## src/sv/bbcd_pkg.sv

```systemverilog
// ----------------------------------------------------------------------------
// Buffer cache directory package
// Shared widths, operation and status codes, and the types that pass between
// the directory cells and the controller.
// ----------------------------------------------------------------------------
package bbcd_pkg;

  // Directory geometry.
  localparam int ENTRIES = 32;
  localparam int IDX_W   = $clog2(ENTRIES);

  // Field widths of the words on the channels.
  localparam int FUNC_W   = 2;
  localparam int DEV_W    = 8;
  localparam int BLK_W    = 32;
  localparam int SLOT_W   = 5;
  localparam int TICK_W   = 32;
  localparam int STATUS_W = 2;
  localparam int CNT_W    = 8;

  localparam logic [CNT_W-1:0] CNT_MAX = '1;

  // Operation codes carried by the input word.
  localparam logic [FUNC_W-1:0] FN_GET     = 2'd0;
  localparam logic [FUNC_W-1:0] FN_RELEASE = 2'd1;
  localparam logic [FUNC_W-1:0] FN_PIN     = 2'd2;
  localparam logic [FUNC_W-1:0] FN_UNPIN   = 2'd3;

  // Result status codes.
  localparam logic [STATUS_W-1:0] ST_OK   = 2'd0;
  localparam logic [STATUS_W-1:0] ST_MISS = 2'd1;
  localparam logic [STATUS_W-1:0] ST_FULL = 2'd2;
  localparam logic [STATUS_W-1:0] ST_ERR  = 2'd3;

  // Update commands broadcast to the cells.
  localparam int OP_W = 3;
  localparam logic [OP_W-1:0] OP_NONE    = 3'd0;
  localparam logic [OP_W-1:0] OP_HIT     = 3'd1;
  localparam logic [OP_W-1:0] OP_ALLOC   = 3'd2;
  localparam logic [OP_W-1:0] OP_PIN     = 3'd3;
  localparam logic [OP_W-1:0] OP_UNPIN   = 3'd4;
  localparam logic [OP_W-1:0] OP_RELEASE = 3'd5;

  // Search record handed from cell to cell during a get.
  typedef struct packed {
    logic             valid;
    logic             found;
    logic [IDX_W-1:0] fidx;
    logic             ffill;
    logic             have;
    logic [IDX_W-1:0] bidx;
    logic [TICK_W-1:0] btime;
  } rec_t;

  // Update command seen by every cell; only the addressed cell acts.
  typedef struct packed {
    logic [OP_W-1:0]   op;
    logic [IDX_W-1:0]  idx;
    logic [DEV_W-1:0]  dev;
    logic [BLK_W-1:0]  blk;
    logic [TICK_W-1:0] now;
  } cmd_t;

endpackage

```

## src/sv/bbcd_cell.sv

```systemverilog
// ----------------------------------------------------------------------------
// Buffer cache directory cell
// Holds one directory entry, merges it into the search record passing along
// the chain, and applies update commands addressed to it.
// ----------------------------------------------------------------------------
module bbcd_cell (
  input  logic                       clk,
  input  logic                       rst_n,
  input  logic [bbcd_pkg::IDX_W-1:0] cell_idx,
  input  logic [bbcd_pkg::DEV_W-1:0] req_dev,
  input  logic [bbcd_pkg::BLK_W-1:0] req_blk,
  input  bbcd_pkg::rec_t             rec_i,
  output bbcd_pkg::rec_t             rec_o,
  input  bbcd_pkg::cmd_t             cmd,
  output logic                       zero_o
);

  logic [bbcd_pkg::DEV_W-1:0]  tag_dev_r, tag_dev_nxt;
  logic [bbcd_pkg::BLK_W-1:0]  tag_blk_r, tag_blk_nxt;
  logic [bbcd_pkg::CNT_W-1:0]  cnt_r, cnt_nxt;
  logic [bbcd_pkg::TICK_W-1:0] time_r, time_nxt;
  logic                        filled_r, filled_nxt;
  bbcd_pkg::rec_t              rec_r, rec_nxt;

  logic match;
  logic free;
  logic take;

  assign zero_o = (cnt_r == '0);
  assign rec_o  = rec_r;

  // Merge this entry into the search record: first match wins, and the
  // oldest free entry wins with ties kept by the earlier cell.
  assign match = (tag_dev_r == req_dev) && (tag_blk_r == req_blk);
  assign free  = (cnt_r == '0);
  assign take  = free && (!rec_i.have || (time_r < rec_i.btime));

  always_comb begin
    rec_nxt = rec_i;
    if (rec_i.valid) begin
      if (!rec_i.found && match) begin
        rec_nxt.found = 1'b1;
        rec_nxt.fidx  = cell_idx;
        rec_nxt.ffill = filled_r;
      end
      if (take) begin
        rec_nxt.have  = 1'b1;
        rec_nxt.bidx  = cell_idx;
        rec_nxt.btime = time_r;
      end
    end
  end

  // Apply an update command when it addresses this cell.
  always_comb begin
    tag_dev_nxt = tag_dev_r;
    tag_blk_nxt = tag_blk_r;
    cnt_nxt     = cnt_r;
    time_nxt    = time_r;
    filled_nxt  = filled_r;
    if (cmd.idx == cell_idx) begin
      case (cmd.op)
        bbcd_pkg::OP_HIT: begin
          if (cnt_r != bbcd_pkg::CNT_MAX) cnt_nxt = cnt_r + 1'b1;
          filled_nxt = 1'b1;
        end
        bbcd_pkg::OP_ALLOC: begin
          tag_dev_nxt = cmd.dev;
          tag_blk_nxt = cmd.blk;
          cnt_nxt     = bbcd_pkg::CNT_W'(1);
          filled_nxt  = 1'b1;
        end
        bbcd_pkg::OP_PIN: begin
          if (cnt_r != bbcd_pkg::CNT_MAX) cnt_nxt = cnt_r + 1'b1;
        end
        bbcd_pkg::OP_UNPIN: begin
          cnt_nxt = cnt_r - 1'b1;
        end
        bbcd_pkg::OP_RELEASE: begin
          cnt_nxt = cnt_r - 1'b1;
          if (cnt_r == bbcd_pkg::CNT_W'(1)) time_nxt = cmd.now;
        end
        default: begin
        end
      endcase
    end
  end

  always_ff @(posedge clk) begin
    if (!rst_n) begin
      tag_dev_r <= '0;
      tag_blk_r <= '0;
      cnt_r     <= '0;
      time_r    <= '0;
      filled_r  <= 1'b0;
      rec_r     <= '0;
    end else begin
      tag_dev_r <= tag_dev_nxt;
      tag_blk_r <= tag_blk_nxt;
      cnt_r     <= cnt_nxt;
      time_r    <= time_nxt;
      filled_r  <= filled_nxt;
      rec_r     <= rec_nxt;
    end
  end

endmodule

```

## config.mk

```make
export PLATFORM = sky130hd
export DESIGN_NAME = bbcd_cell
export DESIGN_NICKNAME = d
export VERILOG_FILES = /design/src/sv/bbcd_pkg.sv /design/src/sv/bbcd_cell.sv
export SDC_FILE = /design/constraint.sdc
export NUM_CORES = 1
export LEC_CHECK = 0
export ABC_AREA = 0
export BUFFER_PORTS_ARGS = -buffer_cell sky130_fd_sc_hd__buf_4
export CELL_PAD_IN_SITES_DETAIL_PLACEMENT = 0
export CELL_PAD_IN_SITES_GLOBAL_PLACEMENT = 1
export CORE_MARGIN = 1.5
export CORE_UTILIZATION = 34
export CTS_BUF_LIST = sky130_fd_sc_hd__clkbuf_2 sky130_fd_sc_hd__clkbuf_4 sky130_fd_sc_hd__clkbuf_8
export DETAILED_ROUTE_END_ITERATION = 16
export GPL_ROUTABILITY_DRIVEN = 0
export GPL_TIMING_DRIVEN = 0
export PLACE_DENSITY_LB_ADDON = 0.1
export SYNTH_ARGS = -nofsm -noshare
export SYNTH_HDL_FRONTEND = slang
export SYNTH_SLANG_ARGS = --single-unit
```

## constraint.sdc

```tcl
create_clock -name clk -period 1.87 [get_ports clk]
set_input_delay 0.374 -clock clk [delete_from_list [all_inputs] [get_ports clk]]
set_output_delay 0.374 -clock clk [all_outputs]
set_load 0.01 [all_outputs]
```

==> results of run 1 <==
-- worst min-delay path by stage --
stage                         start            end  slack [ps]  depth (start not counted)
after global routing        cmd[42]  tag_blk_r[10]         130                          3
after detailed placement  time_r[9]       rec_o[9]         470                          2
after global placement     filled_r       filled_r         460                          2
after floorplan            filled_r       filled_r         440                          2
after CTS                    cmd[7]      time_r[7]         130                          3
final                       cmd[45]  tag_blk_r[13]         150                          3
-- layout make-up --
cell class / instances / area (sq um) / share of cell area
sequential: 127 / 2590 / 0.278
timing repair buffer: 241 / 1880 / 0.202
clock inverter: 9 / 83.8 / 0.00900
clock buffer: 23 / 304 / 0.0326
multi-input combinational: 494 / 3810 / 0.409
tap: 229 / 287 / 0.0308
buffer: 32 / 214 / 0.0230
inverter: 36 / 145 / 0.0156
-- power groups by stage --
stage          combinational, uW  sequential (uW)  clock, uW
6_report                     970             2780       2350
5_1_grt                     1050             2790       2550
4_1_cts                     1020             2780       2440
3_5_place_dp                 879             2850          0
3_3_place_gp                 870             2850          0
2_1_floorplan                336             2880          0
-- repair_timing --
action	4_1_cts	5_1_grt
pin swaps	27	8
setup endpoints to repair	124	79
cloned	3	0
setup buffers	20	3
resized for setup	82	17
-- through the flow --
step,instances,setup TNS (ps)
after floorplan,692,-842
after global placement,1139,-81110
after detailed placement,1139,-79570
after CTS,1192,-6030
after global routing,1191,-11020
final,1191,-3790
-- worst max-delay path, cell delays in order (launching register included) --
cell and delay [ps]:
dfxtp_2 340, xor2_2 150, nor4_4 360, nand4_1 230, nor4_4 380, buf_12 180
mux2i_1 200, nor2_1 60
-- Yosys cell counts, types with 7 or more instances --
master	instances	area [sq um]
dfxtp_1	127	2540
mux2i_1	115	1150
nor2_1	97	364
nand2_1	90	338
ha_1	35	438
inv_1	35	131
xor2_1	30	263
a21oi_1	23	115
clkbuf_1	21	78.8
xnor2_1	17	149
o21ai_0	14	70.1
nand3_1	9	45.0
nand4_1	9	56.3
nor4_1	8	50.1
buf_2	7	35.0
-- kinds of logic (layout without fill, tap and decap cells) --
group	Yosys count	count (layout)	share of synthesized area
AOI/OAI and AO/OA	59	59	0.0586
xor gates and xnor gates	47	47	0.0658
adders and majority gates	35	35	0.0700
buffers and inverters	71	341	0.0500
DFF	127	127	0.406
muxes	115	115	0.184
and+or+nand+nor	238	238	0.165
-- registers in the layout (all words and copies together) (netlist names) --
| signal | cells |
|---|---|
| tag_blk_r | 32 |
| filled_r | 1 |
| rec_o | 46 |
| cnt_r | 8 |
| time_r | 32 |
| tag_dev_r | 8 |
-- per-layer routing --
| metal | routed length (um) | up-vias | share of wire | GRT usage |
|---|---|---|---|---|
| met1 | 8610 | 2649 | 0.43 | 0.254 |
| met3 | 1270 | 22 | 0.064 | 0.0601 |
| met5 | 0 | - | 0 | 0 |
| met2 | 9730 | 170 | 0.49 | 0.355 |
| li1 | - | 2845 | - | - |
| met4 | 332 | 0 | 0.017 | 0.0636 |
==> impl_metrics.yaml, run 1 <==
outcome:
  outcome: "finished, violations left"
  violations: "setup timing"
timing:
  finalCritPeriodShare: 1.09
  hold_viol_final: 0
  period_needed_ps: 2040
  tightest_slew_ps: 649
  whs_ps: 154
  fmax_mhz: 491
  setup_ws_ps: -167
  report.final.setup_viol: 42
  clock_skew_ps: 13.2
  relSlewSlack: 0.567
  slew_violations: 0
  rsz0062_at_grt: "true"
yosys:
  synth_cell_types: 41
  synth_flop_cell: "dfxtp_1"
  synth_edf_count: 0
  yosys_warnings: 0
  synth_area_sq_um: 6250
  yosysSeqAreaShare: 0.406
  async_flop_share: 0
  ys_ff_latch: 127
  syn_nets: 900
  syn_inst: 692
  avgSynthCellArea_sq_um: 9.04
setup_path:
  path_class: "flop to flop"
  crit_fanout: 6
  timing.rr.start: "tag_blk_r[0]"
  worstPathArrival_ps: 2350
  startpoint_type: "flop"
  cp-endpoint: "rec_o[38]"
  crit_required_ps: 2180
  worstSetupStartpoint: "tag_blk_r[0]"
  reg2regPathDepth: 7
  worstSetupEndpointType: "flop"
  r2r_end: "rec_o[38]"
  ff2ff_setup_slack_ps: -170
global_route:
  track_usage: 0.208
  antenna_found_initial: 0
  grt_overflow: 0
  grt_pass1_wl_um: 31400
  grt_pass1_vias: 5898
  grt_max_degree: 17
clocking:
  cts_sinks: 127
  cts_hold_buffers: 0
  cts_buffers: 17
  htree_num_levels: 4
  cts.path.max_buffers: 2
  clk_pin_slew_worst_paths_ps: 80
  cts_tree: "built"
  clk_latency_ps: 450
  root_buffer: "clkbuf_8"
cells_and_area:
  drive_gt1_frac: 0.393
  utilization: 0.517
  mostFrequentLayoutCell: "buf_4"
  final_cell_mix: "buf_4 (234), mux2i_1 (115), dfxtp_1 (99)"
  final_area_sq_um: 9320
  syn_to_final_growth_pct: 48.9
  diodes: 0
  final_nets: 1157
  fill_cells: 1743
die:
  start_util: 0.347
  die-area_sq_um: 19200
  num_rows: 49
  pin_count: 220
  die_y_um: 139
  core_sq_um: 18000
  die_w_um: 139
power_and_ir_drop:
  pwr-share-seq: 0.456
  p_leak_uw: 0.00439
  pwr-share-clk: 0.386
  p_comb_frac: 0.159
  netSwitchingFraction: 0.262
  finalPower_uw: 6110
  switching_power_uw: 1600
  vdd_drop_max_mv: 0.420
  pwr_density_cell_nw_per_um2: 655
  power.internal_uw: 4510
routing:
  postRouteAntennaNets: 0
  wl_per_cell_um: 16.8
  avgViaCountPerCell: 4.77
  first_pass_iters: 4
  routed-via-count: 5686
  drc_errors: 0
  first_iter_violations: 266
  wirelength_um: 20000
place:
  dp_hpwl_um: 14800
  place_ws_ps: -899
  io_buffers: 218
  dpl-instance-area_sq_um: 8360
hold_path:
  hold_path.class: "input pin to flop"
job:
  maxCapViolations: 0
Power figures use the tool's default switching activity.
==> run 2: changes to the inputs <==
--- a/config.mk
+++ b/config.mk
@@ -15,7 +15,9 @@
 export DETAILED_ROUTE_END_ITERATION = 16
 export GPL_ROUTABILITY_DRIVEN = 0
 export GPL_TIMING_DRIVEN = 0
-export PLACE_DENSITY_LB_ADDON = 0.1
+export HOLD_SLACK_MARGIN = 0.1
+export PLACE_DENSITY_LB_ADDON = 0.25
 export SYNTH_ARGS = -nofsm -noshare
 export SYNTH_HDL_FRONTEND = slang
 export SYNTH_SLANG_ARGS = --single-unit
+export TNS_END_PERCENT = 20
==> run 2 against run 1 <==
- sequential cell count stayed put
- non-clock buffer count is 2 lower
- critical endpoint is now rec_o[4]
- critical path type unchanged
- clock power grew 15%
- the flow still finishes with violations (setup timing)
- sequential power about the same
- setup slack got worse by 48 ps
- wire length is 4.0% lower
- via count is 2.3% lower
- worst hold slack better by 4.2 ps
==> impl_metrics.yaml, run 2 (synthesized netlist as in run 1, its figures left out) <==
outcome:
  outcome: "finished, violations left"
  violations: "setup timing"
timing:
  whs_ps: 158
  report.final.setup_viol: 43
  period_needed_ps: 2080
  relSlewSlack: 0.550
  clock_skew_ps: 9.38
  setup_ws_ps: -215
  fmax_mhz: 480
  slew_violations: 0
  finalCritPeriodShare: 1.11
  rsz0062_at_grt: "true"
  tightest_slew_ps: 674
  hold_viol_final: 0
  setup_tns_ps: -8040
routing:
  avgViaCountPerCell: 4.67
  routed-via-count: 5554
  first_pass_iters: 4
  drc_errors: 0
  first_iter_violations: 194
  postRouteAntennaNets: 0
  wl_per_cell_um: 16.1
  wirelength_um: 19100
setup_path:
  crit_slowest_cell: "dfxtp_4"
  crit_required_ps: 2250
  worstSetupStartpoint: "cnt_r[6]"
  slowest_delay_ps: 370
  cp_cell_sequence: "nor4_4 -> nand4_1 -> a21oi_2 -> o211ai_1 -> a31oi_1 -> buf_6 -> buf_12 -> buf_8 -> mux2i_1"
  worstPathArrival_ps: 2460
  startpoint_type: "flop"
  path_class: "flop to flop"
  crit_fanout: 5
  worstSetupEndpointType: "flop"
  timing.rr.start: "cnt_r[6]"
cells_and_area:
  final_area_sq_um: 9260
  final_cell_mix: "buf_4 (232), mux2i_1 (115), dfxtp_1 (107)"
  diodes: 0
  multi_input_area_sq_um: 3690
  mostFrequentLayoutCell: "buf_4"
  largest_reg_flops: 46
  regArea_sq_um: 2570
  drive_gt1_frac: 0.367
  syn_to_final_growth_pct: 48.0
  utilization: 0.513
  fill_cells: 1760
  final_nets: 1155
global_route:
  grt_overflow: 0
  track_usage: 0.198
  grt_max_degree: 17
  grt_pass1_wl_um: 29500
  antenna_found_initial: 0
  grt_pass1_vias: 5474
clocking:
  cts_sinks: 127
  cts_tree: "built"
  clk_latency_ps: 450
  cts_buffers: 17
  cts.path.max_buffers: 2
  root_buffer: "clkbuf_8"
  clk_pin_slew_worst_paths_ps: 80
  htree_num_levels: 4
die:
  start_util: 0.347
  die_w_um: 139
  die_y_um: 139
  pin_count: 220
  core_sq_um: 18000
  die-area_sq_um: 19200
  num_rows: 49
place:
  io_buffers: 218
  dpl-instance-area_sq_um: 8330
  dp_hpwl_um: 14300
power_and_ir_drop:
  vdd_drop_max_mv: 0.414
  p_leak_uw: 0.00442
  finalPower_uw: 6480
  pwr_density_cell_nw_per_um2: 700
hold_path:
  min_from: "cmd[4]"
  hold_path.class: "input pin to flop"
job:
  maxCapViolations: 0
## run 2: changes by cell type in the layout (fill, tap and decap cells not counted), moves of 5 or more
cell,previous run,this run
dfxtp_1,99,107
dfxtp_2,23,17
ha_1,18,23
ha_4,17,11
## run 2: power by group
group	total, uW	switching, uW	internal [uW]	leakage (uW)
clock network	2710	1120	1580	0.000226
registers	2780	22.1	2760	0.00104
logic	989	433	556	0.00315
total	6480	1580	4900	0.00442
## run 2: final timing paths
| check | to | slack (ps) | cells after the start |
|---|---|---|---|
| min reg2reg | filled_r | 480 | 2 |
| max | rec_o[4] | -210 | 9 |
| max reg2reg | rec_o[4] | -210 | 9 |
| min | time_r[4] | 160 | 3 |
## run 2: repair_timing
| action | CTS | global route |
|---|---|---|
| hold endpoints to repair | 0 | 0 |
| cloned | 3 | 0 |
| hold buffers | 0 | 0 |
| endpoints found under the setup margin | 124 | 79 |
| resized for setup | 53 | 17 |
| setup buffers | 13 | 4 |
| pin swaps | 21 | 14 |
## run 2: per-stage QoR
step,cells,setup WS (ps)
after CTS,1185,-182
final,1189,-215
after detailed placement,1139,-834
after global placement,1139,-810
after global routing,1189,-351
after floorplan,692,-103
## run 2: critical path: cells and delay by family (launching register included)
kind                   cells  cell delay [ps]
and+or+nand+nor            2              550
AOI/OAI and AO/OA          3              500
buffers and inverters      3              410
DFF                        1              370
muxes                      1              190
## run 2: cell type report
class,instances,area share
Buffer,33,0.0253
Clock buffer,22,0.0314
Clock inverter,10,0.0172
Inverter,36,0.0157
Multi-Input combinational cell,494,0.398
Sequential cell,127,0.278
Tap cell,229,0.0310
Timing Repair Buffer,238,0.203
## run 2: per-layer routing
metal  global-route usage  vias up  share of wire
met1                0.247     2516           0.45
met5                    0        -              0
li1                     -     2854              -
met4               0.0641        0          0.015
met2                0.331      164           0.48
met3               0.0566       20          0.056
